--- src/sv/sequential_list_table_defines.svh ---
// ----------------------------------------------------------------------------
// Sequential list table assertion macros
// Shared concurrent assertion forms, clocked on i_clk, off during reset.
// ----------------------------------------------------------------------------
`ifndef SEQUENTIAL_LIST_TABLE_DEFINES_SVH
`define SEQUENTIAL_LIST_TABLE_DEFINES_SVH

// Same-cycle implication.
`define SLT_ASSERT_IMP(label, ante, cons, msg) \
    label: assert property (@(posedge i_clk) disable iff (!i_rst_n) (ante) |-> (cons)) \
        else $error(msg);

// Next-cycle implication.
`define SLT_ASSERT_NXT(label, ante, cons, msg) \
    label: assert property (@(posedge i_clk) disable iff (!i_rst_n) (ante) |=> (cons)) \
        else $error(msg);

`endif

--- src/sv/sltab_ram.sv ---
// ----------------------------------------------------------------------------
// Generic simple dual-port RAM
// One write port, one read port, read data registered.
// ----------------------------------------------------------------------------
`default_nettype none

module sltab_ram #(
    parameter int WIDTH = 8,
    parameter int DEPTH = 16
) (
    input  wire logic                     i_clk,
    input  wire logic                     i_we,
    input  wire logic [$clog2(DEPTH)-1:0] i_waddr,
    input  wire logic [WIDTH-1:0]         i_wdata,
    input  wire logic [$clog2(DEPTH)-1:0] i_raddr,
    output logic      [WIDTH-1:0]         o_rdata
);

    logic [WIDTH-1:0] mem [DEPTH];
    logic [WIDTH-1:0] r_rdata;

    always_ff @(posedge i_clk) begin
        if (i_we) begin
            mem[i_waddr] <= i_wdata;
        end
        r_rdata <= mem[i_raddr];
    end

    assign o_rdata = r_rdata;

endmodule

`default_nettype wire

--- config.mk ---
export PLATFORM = sky130hd
export DESIGN_NAME = sltab_ram
export DESIGN_NICKNAME = d
export VERILOG_FILES = /design/src/sv/sequential_list_table_defines.svh /design/src/sv/sltab_ram.sv
export SDC_FILE = /design/constraint.sdc
export NUM_CORES = 1
export LEC_CHECK = 0
export BUFFER_PORTS_ARGS = -buffer_cell sky130_fd_sc_hd__buf_4
export CAP_MARGIN = 20
export CORE_ASPECT_RATIO = 0.5
export CORE_MARGIN = 10
export CORE_UTILIZATION = 65
export DETAILED_ROUTE_END_ITERATION = 10
export PLACE_DENSITY_LB_ADDON = 0.08
export SLEW_MARGIN = 20
export SYNTH_ARGS = -nofsm -noshare
export SYNTH_HDL_FRONTEND = slang
export SYNTH_SLANG_ARGS = --single-unit
--- constraint.sdc ---
create_clock -name i_clk -period 4.4 [get_ports i_clk]
set_input_delay 0.66 -clock i_clk [delete_from_list [all_inputs] [get_ports i_clk]]
set_output_delay 0.66 -clock i_clk [all_outputs]
set_load 0.005 [all_outputs]
* Word level (Yosys, flattened, before mapping)
Memory sizes are Yosys's and may differ from the RTL's. A register that Yosys moved wholly into a read port is not among the register bits. Index checks and enable logic that the tools add are counted.
Cells by class: add/sub/neg operators 0, $mul 0, divide/modulo/power cells 0, order comparisons 0, equality and inequality tests 0, shifts and indexed selects 0, multiplexer cells 2, bitwise gates (word level) 0, reduce and logical (&&, ||, !) cells 0
Operators with widths (number):
- 2-to-1 mux 1 bit | 2
Word-level totals: register bits 0, bits in latches 0, memory bits (writable) 128, memory bits (read-only) 0, output and inout port bits 8, memories kept 1
Memory list:
- mem | words 16, width 8, read ports 1, clocked after memory_dff 1, write ports 1, line sltab_ram.sv:19 | logic [WIDTH-1:0] mem [DEPTH];

* Logic depth before layout (Yosys ltp)
depth in word-level cells 2, gate-level depth with buffers 5, gate-level depth less buffers 3

* Least setup slack after synthesis
No wires, ideal clock.
path type input to register, start point input port i_waddr[2], end point memory mem[0][0], enable pin, setup time 0.383 ns, arrival 1.770 ns, required time 4.017 ns, path slack 2.247 ns, stages 2, cell sequence or3b_2 -> nor3_1
RTL lines:
- start, declared | line sltab_ram.sv:13 | input wire logic [$clog2(DEPTH)-1:0] i_waddr,
- end, declared | line sltab_ram.sv:19
No word-level cell before the write port.

* Final worst setup path
start point input port i_waddr[2], end point memory mem[0][7], enable pin
No word-level cell before the write port.

==> results.md <==
- Number of iterations in the first detailed-routing pass: 4
- Via count of the first global-routing pass: between 2000 and 3000
- Slowest cell on crit path: nor3_1
- Sequential fraction of the synthesis area: 0.778
- Area of the core: between 7000 and 8000 sq um
- DRC violation count after routing: 0
- Launch instance of the worst register-to-register path: mem[2][2]
- Vias: between 2000 and 2500
- Run status: complete, no violations
- Met2 global-route usage: 0.256
- Fin. max-slew vios: 0
- Die area: roughly 12000 sq um
- Routed wire length per instance: 26.2 um
- Die height: around 83 um
- Register-to-Register Path Depth: 3
- Diode insertion count for antenna repair: 0
- Max Clock Skew: a little over 0.01 ns
- Worst Hold Path EP: mem[11][1]
- Final setup fails: 0
- Fraction of met3 tracks used by global routing: 0.0649
- Initial drt markers: around 270
- Initial core utilization: 0.685
- Sequential share of power: 0.511
- WHS Path Cells: 1
- Final RePlAce weighted congestion: between 0.8 and 0.9
- Resized Gates After CTS: 0
- Synthesized flop and latch total: around 140
- Hold/Removal Path Class: primary input to register
- Total power consumption of the routed design: around 2.9 mW
- Peak supply drop: 371 uV
- Hold-fix buffers, CTS: 0
- Antenna violations before repair: 0
- Type of destination of the critical path: register
- Final min period: 2.09 ns
- Horiz. Die Dim: 146 um
- Slew Limit Headroom: 0.293
- Combinational power share: 0.048
- Capture point of the worst reg-to-reg path: o_rdata[2]
- Root Driver: clkbuf_16
- Worst-margin pin slew: between 1 and 1.5 ns
- Setup slack after layout: 2.31 ns
- Synthesized instance count: around 230
- Wire length of the first global-routing pass: approximately 16000 um
- Placed wire-length estimate: 6030 um
- Total clock sinks: 136
- Yosys warning count: 0
- Switching power total: approximately 0.57 mW
- Num rows: 22
- Largest stage delay on the critical path: slightly above 0.8 ns
- Mapped Avg Cell Area: 22.5 sq um
- I/O pin cnt: 26
- H-tree lvl count: 4
- Worst reg2reg setup slack: approximately 2.9 ns
- Maximum buffer depth of the clock tree: 2
- Ratio of cells with drive above 1 in the final layout: 0.244
- Critical path launch point type: primary input
- Internal: approximately 2.3 mW
- Category of the critical setup timing path: primary input to register
- Syn Std Cell Area: a little over 5000 sq um
- Final worst-path cycle share: 0.474
- ANT nets after route: 0
- CTS tree: built
- GRT Resource Usage Total: 0.176
- Count of final hold-check violations: 0
- Post-CTS repair timing setup buffer count: 0
- Beginning of the critical path: i_waddr[2]
- Count of input and output buffers: 25
- P_leak: slightly below 2 nW
- NumNets Final: around 280
- Maximum achievable frequency: around 0.48 GHz
- Cell breakdown of the critical path: buf_4, or3b_2, nor3_1
- Worst-path fanout max: 8
- Clock buffer count from CTS: 17
- Largest net degree at the start of global routing: 33
- Final total negative setup slack: 0 ns
- Worst EP required: about 4.4 ns
- Inst Count DP: 355
- Max-cap check violation count: 0
- Switching part of the total: 0.198
- GRT Residual Overflow: 0
- Relative contribution of the clock network to total power: 0.441
- Start point of the worst hold path: i_wdata[1]
- Layout area overhead: 15.1%
- Power per Cell Area: just under 500 nW/um^2
- CTS clk-pin slew, worst paths: 0.05 ns
- Clock latency reported for the late side of the worst-skew pair: 0.42 ns
- Most Used Layer, Global Route: met2
- Net Count, Synth: approximately 250
- Vias per Instance: 6.29
- Yosys cell types: 19
- Met1 routing resource usage after global routing: 0.238
- Worst setup slack before clock tree synthesis: ~1.9 ns
- Unrepaired setup endpoints after global routing: false
- CP Data Arrival Time: ~2.1 ns
- Final cell count without fillers: between 300 and 400
- Detailed Route WL: 10100 um
- WHS: ~0.55 ns
logic make-up after synthesis:
| logic type | after synthesis | synth area share |
|---|---|---|
| mux | 32 | 0.150 |
| flops | 136 | 0.778 |
| simple gates | 35 | 0.0318 |
| buf+inv | 10 | 0.0168 |
| compound gates | 16 | 0.0233 |
metal layers:
metal	up-vias	wire length (um)
met5	-	0
met1	1266	4360
met4	0	106
met3	14	925
li1	1049	-
met2	106	4740
flip-flops by register name, summed over array words and instances (netlist names):
| name | cells |
|---|---|
| o_rdata | 8 |
| mem | 128 |
worst max-delay path, delay by kind of cell:
| kind | cells | cell delay, ns |
|---|---|---|
| and+or+nand+nor | 2 | 1.33 |
| buffers and inverters | 1 | 0.12 |
layout make-up:
class                           instances  area (sq um)
Multi-Input combinational cell         83          1060
Clock buffer                           24           462
Sequential cell                       136          4000
Fill cell                             380          1590
Tap cell                              108           135
Clock inverter                          8          58.8
Timing Repair Buffer                   28           210
through the flow:
stage	util	instance area (sq um)
finish	0.789	5930
global route	0.789	5930
CTS	0.789	5930
detailed placement	0.719	5410
global placement	0.719	5410
floorplan	-	5150
power groups by stage:
stage | Combinational [mW] | Sequential [mW] | Clock [mW]
5_1_grt | 0.150 | 1.46 | 1.33
6_report | 0.138 | 1.46 | 1.26
2_1_floorplan | 0.0735 | 1.48 | 0
3_3_place_gp | 0.134 | 1.48 | 0
4_1_cts | 0.139 | 1.46 | 1.27
3_5_place_dp | 0.138 | 1.48 | 0
placed cells by master, fill, tap and decap left out:
cell type,instances
edfxtp_1,128
buf_4,28
mux4_2,18
clkbuf_16,17
a22oi_1,16
mux4_1,14
nor2_1,13
nand2_1,9
dfxtp_1,8
clkbuf_1,6
clkinv_1,5
nor3_1,4
nand3b_1,2
nand2b_1,2
clkinv_2,2
nor2b_1,1
and2_1,1
and2b_1,1
nand3_1,1
or3b_2,1
clkbuf_8,1
bufinv_16,1
synthesized netlist by cell type, drive strengths merged:
cell type | n | area, sq um
or3b | 1 | 8.76
nor2b | 1 | 6.26
nand2b | 2 | 12.5
nand3 | 1 | 5.00
dfxtp | 8 | 160
nor2 | 13 | 48.8
a22oi | 16 | 120
edfxtp | 128 | 3840
buf | 7 | 56.3
nand2 | 9 | 33.8
mux4 | 32 | 773
nand3b | 2 | 15.0
and2b | 1 | 7.51
clkdlybuf4s25 | 3 | 30.0
and2 | 1 | 6.26
nor3 | 4 | 20.0
how the worst max path moves through the flow:
stage	end	cells after the start
final	mem[0][7]	3
after global routing	mem[0][7]	3
after CTS	mem[0][7]	3
after detailed placement	mem[0][2]	3
after global placement	mem[0][2]	3
after floorplan	mem[0][0]	2
Note: power is estimated with default switching activity, not from simulation.
