**src/sv/sequential_list_table_defines.svh**
```systemverilog
// ----------------------------------------------------------------------------
// Sequential list table assertion macros
// Shared concurrent assertion forms, clocked on i_clk, off during reset.
// ----------------------------------------------------------------------------
`ifndef SEQUENTIAL_LIST_TABLE_DEFINES_SVH
`define SEQUENTIAL_LIST_TABLE_DEFINES_SVH

// Same-cycle implication.
`define SLT_ASSERT_IMP(label, ante, cons, msg) \
    label: assert property (@(posedge i_clk) disable iff (!i_rst_n) (ante) |-> (cons)) \
        else $error(msg);

// Next-cycle implication.
`define SLT_ASSERT_NXT(label, ante, cons, msg) \
    label: assert property (@(posedge i_clk) disable iff (!i_rst_n) (ante) |=> (cons)) \
        else $error(msg);

`endif

```
**src/sv/sltab_pkg.sv**
```systemverilog
// ----------------------------------------------------------------------------
// Sequential list table package
// Sizes, codes and record types shared by the list table modules.
// ----------------------------------------------------------------------------
`default_nettype none

package sltab_pkg;

    localparam int DEPTH = 128;
    localparam int AW    = $clog2(DEPTH);
    localparam int CW    = $clog2(DEPTH + 1);
    localparam int PW    = 8;
    localparam int XW    = (CW > PW) ? CW : PW;

    typedef enum logic [2:0] {
        OP_CLEAR  = 3'd0,
        OP_APPEND = 3'd1,
        OP_INSERT = 3'd2,
        OP_DELETE = 3'd3,
        OP_READ   = 3'd4,
        OP_FIND   = 3'd5
    } t_op;

    typedef enum logic [1:0] {
        ST_OK       = 2'd0,
        ST_FULL     = 2'd1,
        ST_BADPOS   = 2'd2,
        ST_NOTFOUND = 2'd3
    } t_status;

    typedef enum logic [2:0] {
        S_IDLE,
        S_SHIFT,
        S_PUT,
        S_RDWAIT,
        S_FIND,
        S_DONE
    } t_state;

    typedef struct packed {
        logic [63:0] key;
        logic [63:0] name_low;
        logic [63:0] name_mid;
        logic [31:0] name_high;
        logic [7:0]  age;
    } t_rec;

    localparam int RW = $bits(t_rec);

    typedef struct packed {
        logic [2:0]    op;
        logic [PW-1:0] position;
        logic [63:0]   entry_key;
        logic [63:0]   name_low;
        logic [63:0]   name_mid;
        logic [31:0]   name_high;
        logic [7:0]    age_in;
    } t_req;

    typedef struct packed {
        logic [1:0]    status;
        logic [PW-1:0] found_position;
        logic [63:0]   out_key;
        logic [63:0]   out_name_low;
        logic [63:0]   out_name_mid;
        logic [31:0]   out_name_high;
        logic [7:0]    out_age;
        logic [PW-1:0] list_length;
    } t_rsp;

    typedef struct packed {
        logic          we;
        logic [AW-1:0] waddr;
        t_rec          wdata;
        logic [AW-1:0] raddr;
    } t_ram_req;

endpackage

`default_nettype wire

```
**src/sv/sltab_ctrl.sv**
```systemverilog
// ----------------------------------------------------------------------------
// Sequential list table controller
// Decodes operations, walks the record RAM for shifts and key search.
// ----------------------------------------------------------------------------
`default_nettype none
`include "sequential_list_table_defines.svh"

module sltab_ctrl (
    input  wire logic                 i_clk,
    input  wire logic                 i_rst_n,
    input  wire logic                 i_req_valid,
    input  wire sltab_pkg::t_req      i_req,
    output logic                      o_req_ready,
    output sltab_pkg::t_ram_req       o_ram,
    input  wire sltab_pkg::t_rec      i_rdata,
    output logic                      o_done,
    output sltab_pkg::t_rsp           o_rsp,
    input  wire logic                 i_res_ready
);
    import sltab_pkg::*;

    t_state        r_state, n_state;
    logic [CW-1:0] r_count, n_count;
    logic [2:0]    r_op, n_op;
    t_rec          r_new, n_new;
    logic [AW-1:0] r_ra, n_ra;
    logic [AW-1:0] r_stop, n_stop;
    t_status       r_status, n_status;
    logic          r_hit, n_hit;
    logic [CW-1:0] r_found, n_found;
    t_rec          r_rec, n_rec;

    logic [XW-1:0] pos_x;
    logic [XW-1:0] cnt_x;
    logic          pos_ok;
    logic          full;
    logic [AW-1:0] pos_a;
    logic [AW-1:0] last_a;
    t_rec          rec_in;
    logic          key_hit;

    assign pos_x   = XW'(i_req.position);
    assign cnt_x   = XW'(r_count);
    assign pos_ok  = (pos_x != '0) && (pos_x <= cnt_x);
    assign full    = (r_count == CW'(DEPTH));
    assign pos_a   = AW'(pos_x - XW'(1));
    assign last_a  = AW'(r_count - CW'(1));
    assign key_hit = (i_rdata.key == r_new.key);

    always_comb begin
        rec_in.key       = i_req.entry_key;
        rec_in.name_low  = i_req.name_low;
        rec_in.name_mid  = i_req.name_mid;
        rec_in.name_high = i_req.name_high;
        rec_in.age       = i_req.age_in;
    end

    always_ff @(posedge i_clk) begin
        if (!i_rst_n) begin
            r_state <= S_IDLE;
            r_count <= '0;
        end else begin
            r_state <= n_state;
            r_count <= n_count;
        end
    end

    always_ff @(posedge i_clk) begin
        r_op     <= n_op;
        r_new    <= n_new;
        r_ra     <= n_ra;
        r_stop   <= n_stop;
        r_status <= n_status;
        r_hit    <= n_hit;
        r_found  <= n_found;
        r_rec    <= n_rec;
    end

    // Next state and datapath registers. The RAM reads n_ra, so i_rdata
    // always holds the entry at r_ra.
    always_comb begin
        n_state  = r_state;
        n_count  = r_count;
        n_op     = r_op;
        n_new    = r_new;
        n_ra     = r_ra;
        n_stop   = r_stop;
        n_status = r_status;
        n_hit    = r_hit;
        n_found  = r_found;
        n_rec    = r_rec;
        case (r_state)
            S_IDLE: begin
                if (i_req_valid) begin
                    n_op     = i_req.op;
                    n_new    = rec_in;
                    n_status = ST_OK;
                    n_hit    = 1'b0;
                    n_found  = '0;
                    n_state  = S_DONE;
                    case (i_req.op)
                        OP_CLEAR: begin
                            n_count = '0;
                        end
                        OP_APPEND: begin
                            if (full) begin
                                n_status = ST_FULL;
                            end else begin
                                n_count = r_count + CW'(1);
                            end
                        end
                        OP_INSERT: begin
                            if (full) begin
                                n_status = ST_FULL;
                            end else if (!pos_ok) begin
                                n_status = ST_BADPOS;
                            end else begin
                                n_ra    = last_a;
                                n_stop  = pos_a;
                                n_state = S_SHIFT;
                            end
                        end
                        OP_DELETE: begin
                            if (!pos_ok) begin
                                n_status = ST_BADPOS;
                            end else if (pos_x == cnt_x) begin
                                n_count = r_count - CW'(1);
                            end else begin
                                n_ra    = AW'(pos_x);
                                n_stop  = last_a;
                                n_state = S_SHIFT;
                            end
                        end
                        OP_READ: begin
                            if (!pos_ok) begin
                                n_status = ST_BADPOS;
                            end else begin
                                n_ra    = pos_a;
                                n_state = S_RDWAIT;
                            end
                        end
                        OP_FIND: begin
                            if (r_count == '0) begin
                                n_status = ST_NOTFOUND;
                            end else begin
                                n_ra    = '0;
                                n_stop  = last_a;
                                n_state = S_FIND;
                            end
                        end
                        default: begin
                        end
                    endcase
                end
            end
            S_SHIFT: begin
                // Move one entry per cycle; insert walks down, delete walks up.
                if (r_ra == r_stop) begin
                    if (r_op == OP_INSERT) begin
                        n_state = S_PUT;
                    end else begin
                        n_count = r_count - CW'(1);
                        n_state = S_DONE;
                    end
                end else if (r_op == OP_INSERT) begin
                    n_ra = r_ra - AW'(1);
                end else begin
                    n_ra = r_ra + AW'(1);
                end
            end
            S_PUT: begin
                n_count = r_count + CW'(1);
                n_state = S_DONE;
            end
            S_RDWAIT: begin
                n_rec   = i_rdata;
                n_hit   = 1'b1;
                n_state = S_DONE;
            end
            S_FIND: begin
                if (key_hit) begin
                    n_rec   = i_rdata;
                    n_hit   = 1'b1;
                    n_found = CW'(r_ra) + CW'(1);
                    n_state = S_DONE;
                end else if (r_ra == r_stop) begin
                    n_status = ST_NOTFOUND;
                    n_state  = S_DONE;
                end else begin
                    n_ra = r_ra + AW'(1);
                end
            end
            S_DONE: begin
                if (i_res_ready) begin
                    n_state = S_IDLE;
                end
            end
            default: begin
                n_state = S_IDLE;
            end
        endcase
    end

    // Outputs and RAM access.
    always_comb begin
        o_req_ready  = 1'b0;
        o_done       = 1'b0;
        o_ram.we     = 1'b0;
        o_ram.waddr  = r_ra;
        o_ram.wdata  = i_rdata;
        o_ram.raddr  = n_ra;
        case (r_state)
            S_IDLE: begin
                o_req_ready = 1'b1;
                if (i_req_valid && (i_req.op == OP_APPEND) && !full) begin
                    o_ram.we    = 1'b1;
                    o_ram.waddr = AW'(r_count);
                    o_ram.wdata = rec_in;
                end
            end
            S_SHIFT: begin
                o_ram.we    = 1'b1;
                o_ram.waddr = (r_op == OP_INSERT) ? (r_ra + AW'(1)) : (r_ra - AW'(1));
            end
            S_PUT: begin
                o_ram.we    = 1'b1;
                o_ram.waddr = r_stop;
                o_ram.wdata = r_new;
            end
            S_DONE: begin
                o_done = 1'b1;
            end
            default: begin
            end
        endcase
    end

    always_comb begin
        o_rsp.status         = r_status;
        o_rsp.found_position = PW'(r_found);
        o_rsp.out_key        = r_hit ? r_rec.key : '0;
        o_rsp.out_name_low   = r_hit ? r_rec.name_low : '0;
        o_rsp.out_name_mid   = r_hit ? r_rec.name_mid : '0;
        o_rsp.out_name_high  = r_hit ? r_rec.name_high : '0;
        o_rsp.out_age        = r_hit ? r_rec.age : '0;
        o_rsp.list_length    = PW'(r_count);
    end

    `SLT_ASSERT_IMP(a_count_bound, 1'b1, r_count <= CW'(DEPTH), "entry count above depth")
    `SLT_ASSERT_IMP(a_write_range, o_ram.we, CW'(o_ram.waddr) <= r_count, "write past list end")
    `SLT_ASSERT_NXT(a_hold_result, (r_state == S_DONE) && !i_res_ready, (r_state == S_DONE) && $stable(r_count), "result dropped while stalled")
    `SLT_ASSERT_IMP(a_hit_status, o_done && r_hit, r_status == ST_OK, "record returned with error status")

endmodule

`default_nettype wire

```
**config.mk**
```make
export PLATFORM = sky130hd
export DESIGN_NAME = sltab_ctrl
export DESIGN_NICKNAME = d
export VERILOG_FILES = /design/src/sv/sltab_pkg.sv /design/src/sv/sltab_ctrl.sv
export VERILOG_INCLUDE_DIRS = /design/src /design/src/sv
export SDC_FILE = /design/constraint.sdc
export NUM_CORES = 1
export LEC_CHECK = 0
export ABC_AREA = 1
export BUFFER_PORTS_ARGS = -buffer_cell sky130_fd_sc_hd__buf_2
export CORE_AREA = 2 2 381 383
export DETAILED_ROUTE_END_ITERATION = 10
export DIE_AREA = 0 0 383 385
export PLACE_DENSITY = 0.37
export SETUP_SLACK_MARGIN = 0.2
export SYNTH_ARGS = -nofsm -noshare
export SYNTH_HDL_FRONTEND = slang
export SYNTH_SLANG_ARGS = --single-unit
export TNS_END_PERCENT = 50
```
**constraint.sdc**
```tcl
create_clock -name i_clk -period 11.3 [get_ports i_clk]
set_input_delay 1.13 -clock i_clk [delete_from_list [all_inputs] [get_ports i_clk]]
set_output_delay 1.13 -clock i_clk [all_outputs]
set_load 0.005 [all_outputs]
```
## Word level (Yosys, flattened, before mapping)

Index checks and enable logic that the tools add are counted.

| operators by class | value |
|---|---|
| equality and inequality tests | 32 |
| order comparisons | 1 |
| muxes and demuxes | 69 |
| $add $sub $neg | 6 |
| reductions and logical operators | 23 |

Operator list:

| cell | count |
|---|---|
| $pmux W232 S2 | 2 |
| $mux W240 | 1 |
| $mux W232 | 1 |
| $mux W64 | 3 |
| $mux W7 | 17 |
| $mux W8 | 9 |
| $pmux W8 S3 | 3 |
| $eq A64 B64 Y1 | 1 |
| $pmux W7 S3 | 2 |
| $mux W3 | 11 |
| $mux W32 | 1 |
| $pmux W7 S4 | 1 |
| $ne A2 B2 Y1 const B | 12 |
| $pmux W8 S2 | 1 |
| $reduce_and A8 Y1 | 2 |
| $eq A3 B2 Y1 const B | 5 |
| $pmux W3 S5 | 1 |
| $sub A7 B1 Y7 const B | 2 |
| $eq A3 B3 Y1 const B | 4 |
| $mux W2 | 6 |
| $ne A3 B3 Y1 const B | 4 |
| $pmux W3 S4 | 1 |
| $reduce_bool A3 Y1 | 3 |
| $add A7 B1 Y8 const B | 1 |
| 23 further kinds | 37 |

| word-level totals | value |
|---|---|
| register bits | 503 |
| output and inout port bits | 499 |
| word-level logic and storage cells | 149 |
| input port bits | 479 |

## Depth between registers and ports, before layout

| logic depth | value |
|---|---|
| depth after elaboration | 7 |
| mapped depth | 17 |

## Least setup slack after synthesis

No wires, ideal clock.

| timing | value |
|---|---|
| path kind | input-to-reg |
| from | input port i_req_valid |
| to | register r_stop[0], enable pin |
| buffers on the path | 0 |
| library setup time | 0.384 ns |
| stages on the path | 4 |
| slack | 2.374 ns |
| arrival time | 8.542 ns |
| path through | inv_1 > nor2_2 > o2111ai_1 > a211oi_1 |

| between the ends | value |
|---|---|
| word-level cells in the longest chain between the ends | 1 |

RTL lines:

| element | line | source |
|---|---|---|
| start, declared | sltab_ctrl.sv:11 | `input wire logic i_req_valid,` |
| $reduce_and A8 Y1 (no source line) | n/a |  |
| end signal, assigned | sltab_ctrl.sv:72 | `r_stop <= n_stop;` |
| end, declared | sltab_ctrl.sv:27 | `logic [AW-1:0] r_stop, n_stop;` |

Every way passes these cells.
A chain may end at the register's enable or synchronous reset.

==> impl_metrics.yaml <==
outcome:
  status: "finished, final reports clean"
synth:
  synth.avg_cell_area_um2: 8.92
  syn_area_mm2: 0.0266
  synth_top_area_share_pct: 54.7
  ys_types: 45
  yosysTopAreaCell: "edfxtp_1"
  synth.ff_latch_count: 503
  syn_inst: 2985
  synthFlopType: "edfxtp_1"
  synth.most_common_cell: "nand2_1"
  syn_nets: 3479
  ys_async_sr_fraction_pct: 0
  synth-edff-count: 485
  yosys-top-cells-count: "873 x nand2_1, 485 x edfxtp_1, 337 x inv_1, 293 x nor2_1, 213 x o211ai_1"
  yosys_warnings: 0
  ys_top_cells_by_area: "edfxtp_1 55%, nand2_1 12%, o211ai_1 6.0%, inv_1 4.8%, nor2_1 4.1%"
  yosysSeqAreaShare_pct: 56.1
cts:
  post_cts_buffers: 0
  cts_resized: 0
  cts_sinks: 503
  clk_pin_slew_ns: 0.06
  cts-root-buf: "clkbuf_16"
  htreeDepth: 3
  cts_buffer_depth: 3
  insertion_delay_ns: 0.65
  cts_hold_buf: 0
  cts_tree: "yes"
  numCtsBuffers: 68
global_route:
  first_global_vias: 24351
  antenna_found_initial: 25
  grt_max_degree: 142
  grt_pass1_wl_um: 188000
  grtUsageTotal_pct: 17.8
  gr-total-overflow: 0
worst_setup_path:
  r2r_start: "r_new[192]"
  worstPathRequired_ns: 10.17
  cp-startpoint: "cnt_x[0]"
  critPathArrivalTime_ns: 5.00
  regToRegEndpoint: "r_rec[39]"
  reg2reg_depth: 11
  r2r_slack_ns: 6.75
  critPathCapture: "o_ram[125]"
  crit_path_max_fanout: 109
  end_kind: "primary output"
  crit_type: "register to primary output"
  cp-start-kind: "register"
routing:
  via_per_inst: 4.33
  antenna_left: 0
  drtPass1Iterations: 6
  wl_per_cell_um: 23.6
  wl_um: 138000
  drt_iter0_drc: 1694
  drcViolationCount: 0
  num_vias: 25344
final_layout:
  fillers: 15753
  drive_gt1_share_pct: 29.2
  design_area_mm2: 0.0356
  syn_to_final_growth_pct: 33.7
  nNetsFinal: 4385
  final_core_util_pct: 24.9
hold_path:
  hold_start: "r_state[0]"
  hold_class: "register to register"
power:
  pwr-share-clk_pct: 26.0
  p_leak_nw: 15.9
  internal-power_mw: 5.00
  seqPwrFrac_pct: 28.6
  irDropWorstVdd_mv: 0.215
  swShare_pct: 42.4
  power_density_mw_per_mm2: 244
  power.switching_mw: 3.69
  p_comb_share_pct: 45.4
flow_run:
  max-cap-violations: 0
timing:
  fin_skew_ns: 0.0227
  slew_violations: 0
  rsz0062_at_grt: "no"
  final-setup-viol-count: 0
  setup_slack_ns: 5.17
  fmax_ghz: 0.163
  hold_viol: 0
  finalCritPeriodShare_pct: 54.3
  worstMarginPinSlew_ns: 1.24
  fin_crit_ns: 6.13
  finalSetupTns_ns: 0
  slew_headroom_pct: 17.3
placed_design:
  pre_cts_ws_ns: 5.50
  dp_hpwl_um: 102000
  io_buffers: 977
  placed_cell_area_mm2: 0.0333
  place_congestion: 0.912
floorplanning:
  pin_count: 978
  coreArea_mm2: 0.143
  dieArea_mm2: 0.147
  die_w_um: 383
  start_util_pct: 18.6
  row_count: 139
  die_y_um: 385
## how the worst min path moves through the flow
stage                     slack, ns  depth (start not counted)          to
after global routing           0.60                          2  r_state[0]
after CTS                      0.56                          2  r_state[0]
after floorplan                0.50                          2  r_state[0]
after global placement         0.55                          2  r_state[0]
final                          0.55                          2  r_state[0]
after detailed placement       0.55                          2  r_state[0]
## layout by cell type (no fill, tap or decap), types with 12 or more instances in the layout
| cell type | netlist | final |
|---|---|---|
| a21oi_1 | 49 | 49 |
| buf_4 | 4 | 28 |
| inv_2 | 21 | 19 |
| dfxtp_1 | 18 | 18 |
| o221ai_1 | 27 | 27 |
| nand3_1 | 61 | 61 |
| clkbuf_16 | 0 | 70 |
| o211ai_1 | 213 | 213 |
| nand2_1 | 873 | 872 |
| nor2_1 | 293 | 293 |
| ha_1 | 15 | 15 |
| o21ai_1 | 127 | 127 |
| edfxtp_1 | 485 | 485 |
| nor3_1 | 12 | 12 |
| o21ai_0 | 154 | 154 |
| xor2_1 | 58 | 58 |
| buf_2 | 55 | 977 |
| inv_1 | 337 | 337 |
| clkbuf_1 | 86 | 18 |
## cell type report
cell class                      instances  area, um^2  share of cell area, %
Inverter                              362        1370                   3.86
Tap cell                             1903        2380                   6.69
Timing Repair Buffer                 1007        5140                   14.4
Antenna cell                           11        27.5                 0.0774
Sequential cell                       503       14900                   41.9
Clock inverter                         30         404                   1.14
Multi-Input combinational cell       1949        9480                   26.7
Clock buffer                           90        1850                   5.19
## critical path, stage by stage (launching register included)
cell and delay, ns:
dfxtp_1 0.47, clkinv_1 0.35, ha_1 0.33, nand2_1 0.11
nor2_1 0.07, inv_2 0.15, nand3_4 0.53, inv_8 0.80
buf_4 0.75, o21ai_0 0.16, o211ai_1 0.24, buf_2 0.17
## cell families after synthesis
family                   count (synthesis)  synth area share (%)
AO/OA/AOI/OAI                          595                  13.9
adder cells (fa/ha/maj)                 15                 0.705
flip-flops                             503                  56.1
multiplexers                             1                0.0376
XOR/XNOR                                66                  2.17
buffers and inverters                  533                  8.35
AND/OR/NAND/NOR                       1272                  18.8
## through the flow
stage / instances / hold slack (ns) / power, mW
final: 5855 / 0.553 / 8.69
after global placement: 5724 / 0.547 / 6.55
after CTS: 5844 / 0.561 / 8.86
after floorplan: 2985 / 0.497 / 4.51
after detailed placement: 5724 / 0.553 / 6.54
after global routing: 5851 / 0.596 / 9.24
## layer usage
metal	up-vias	share of wire [%]	GRT usage, %
met5	-	0.096	0
met4	18	3.4	6.27
met3	212	7.3	4.70
met2	971	48	30.0
met1	12275	41	21.9
li1	11868	-	-
## registers in the layout, indices dropped and copies added, names as in the netlist
name      cells
r_rec       232
r_new       232
r_op          3
r_found       8
r_state       3
r_stop        7
r_status      2
cnt_x         8
r_ra          7
r_hit         1
## power groups by stage
| stage | clock network (mW) | logic [mW] | registers (mW) |
|---|---|---|---|
| global placement | 0 | 4.03 | 2.52 |
| detailed placement | 0 | 4.02 | 2.52 |
| global route | 2.40 | 4.33 | 2.51 |
| CTS | 2.34 | 4.03 | 2.49 |
| finish | 2.26 | 3.95 | 2.49 |
| floorplan | 0 | 2.00 | 2.51 |
Power figures use the tool's default switching activity.
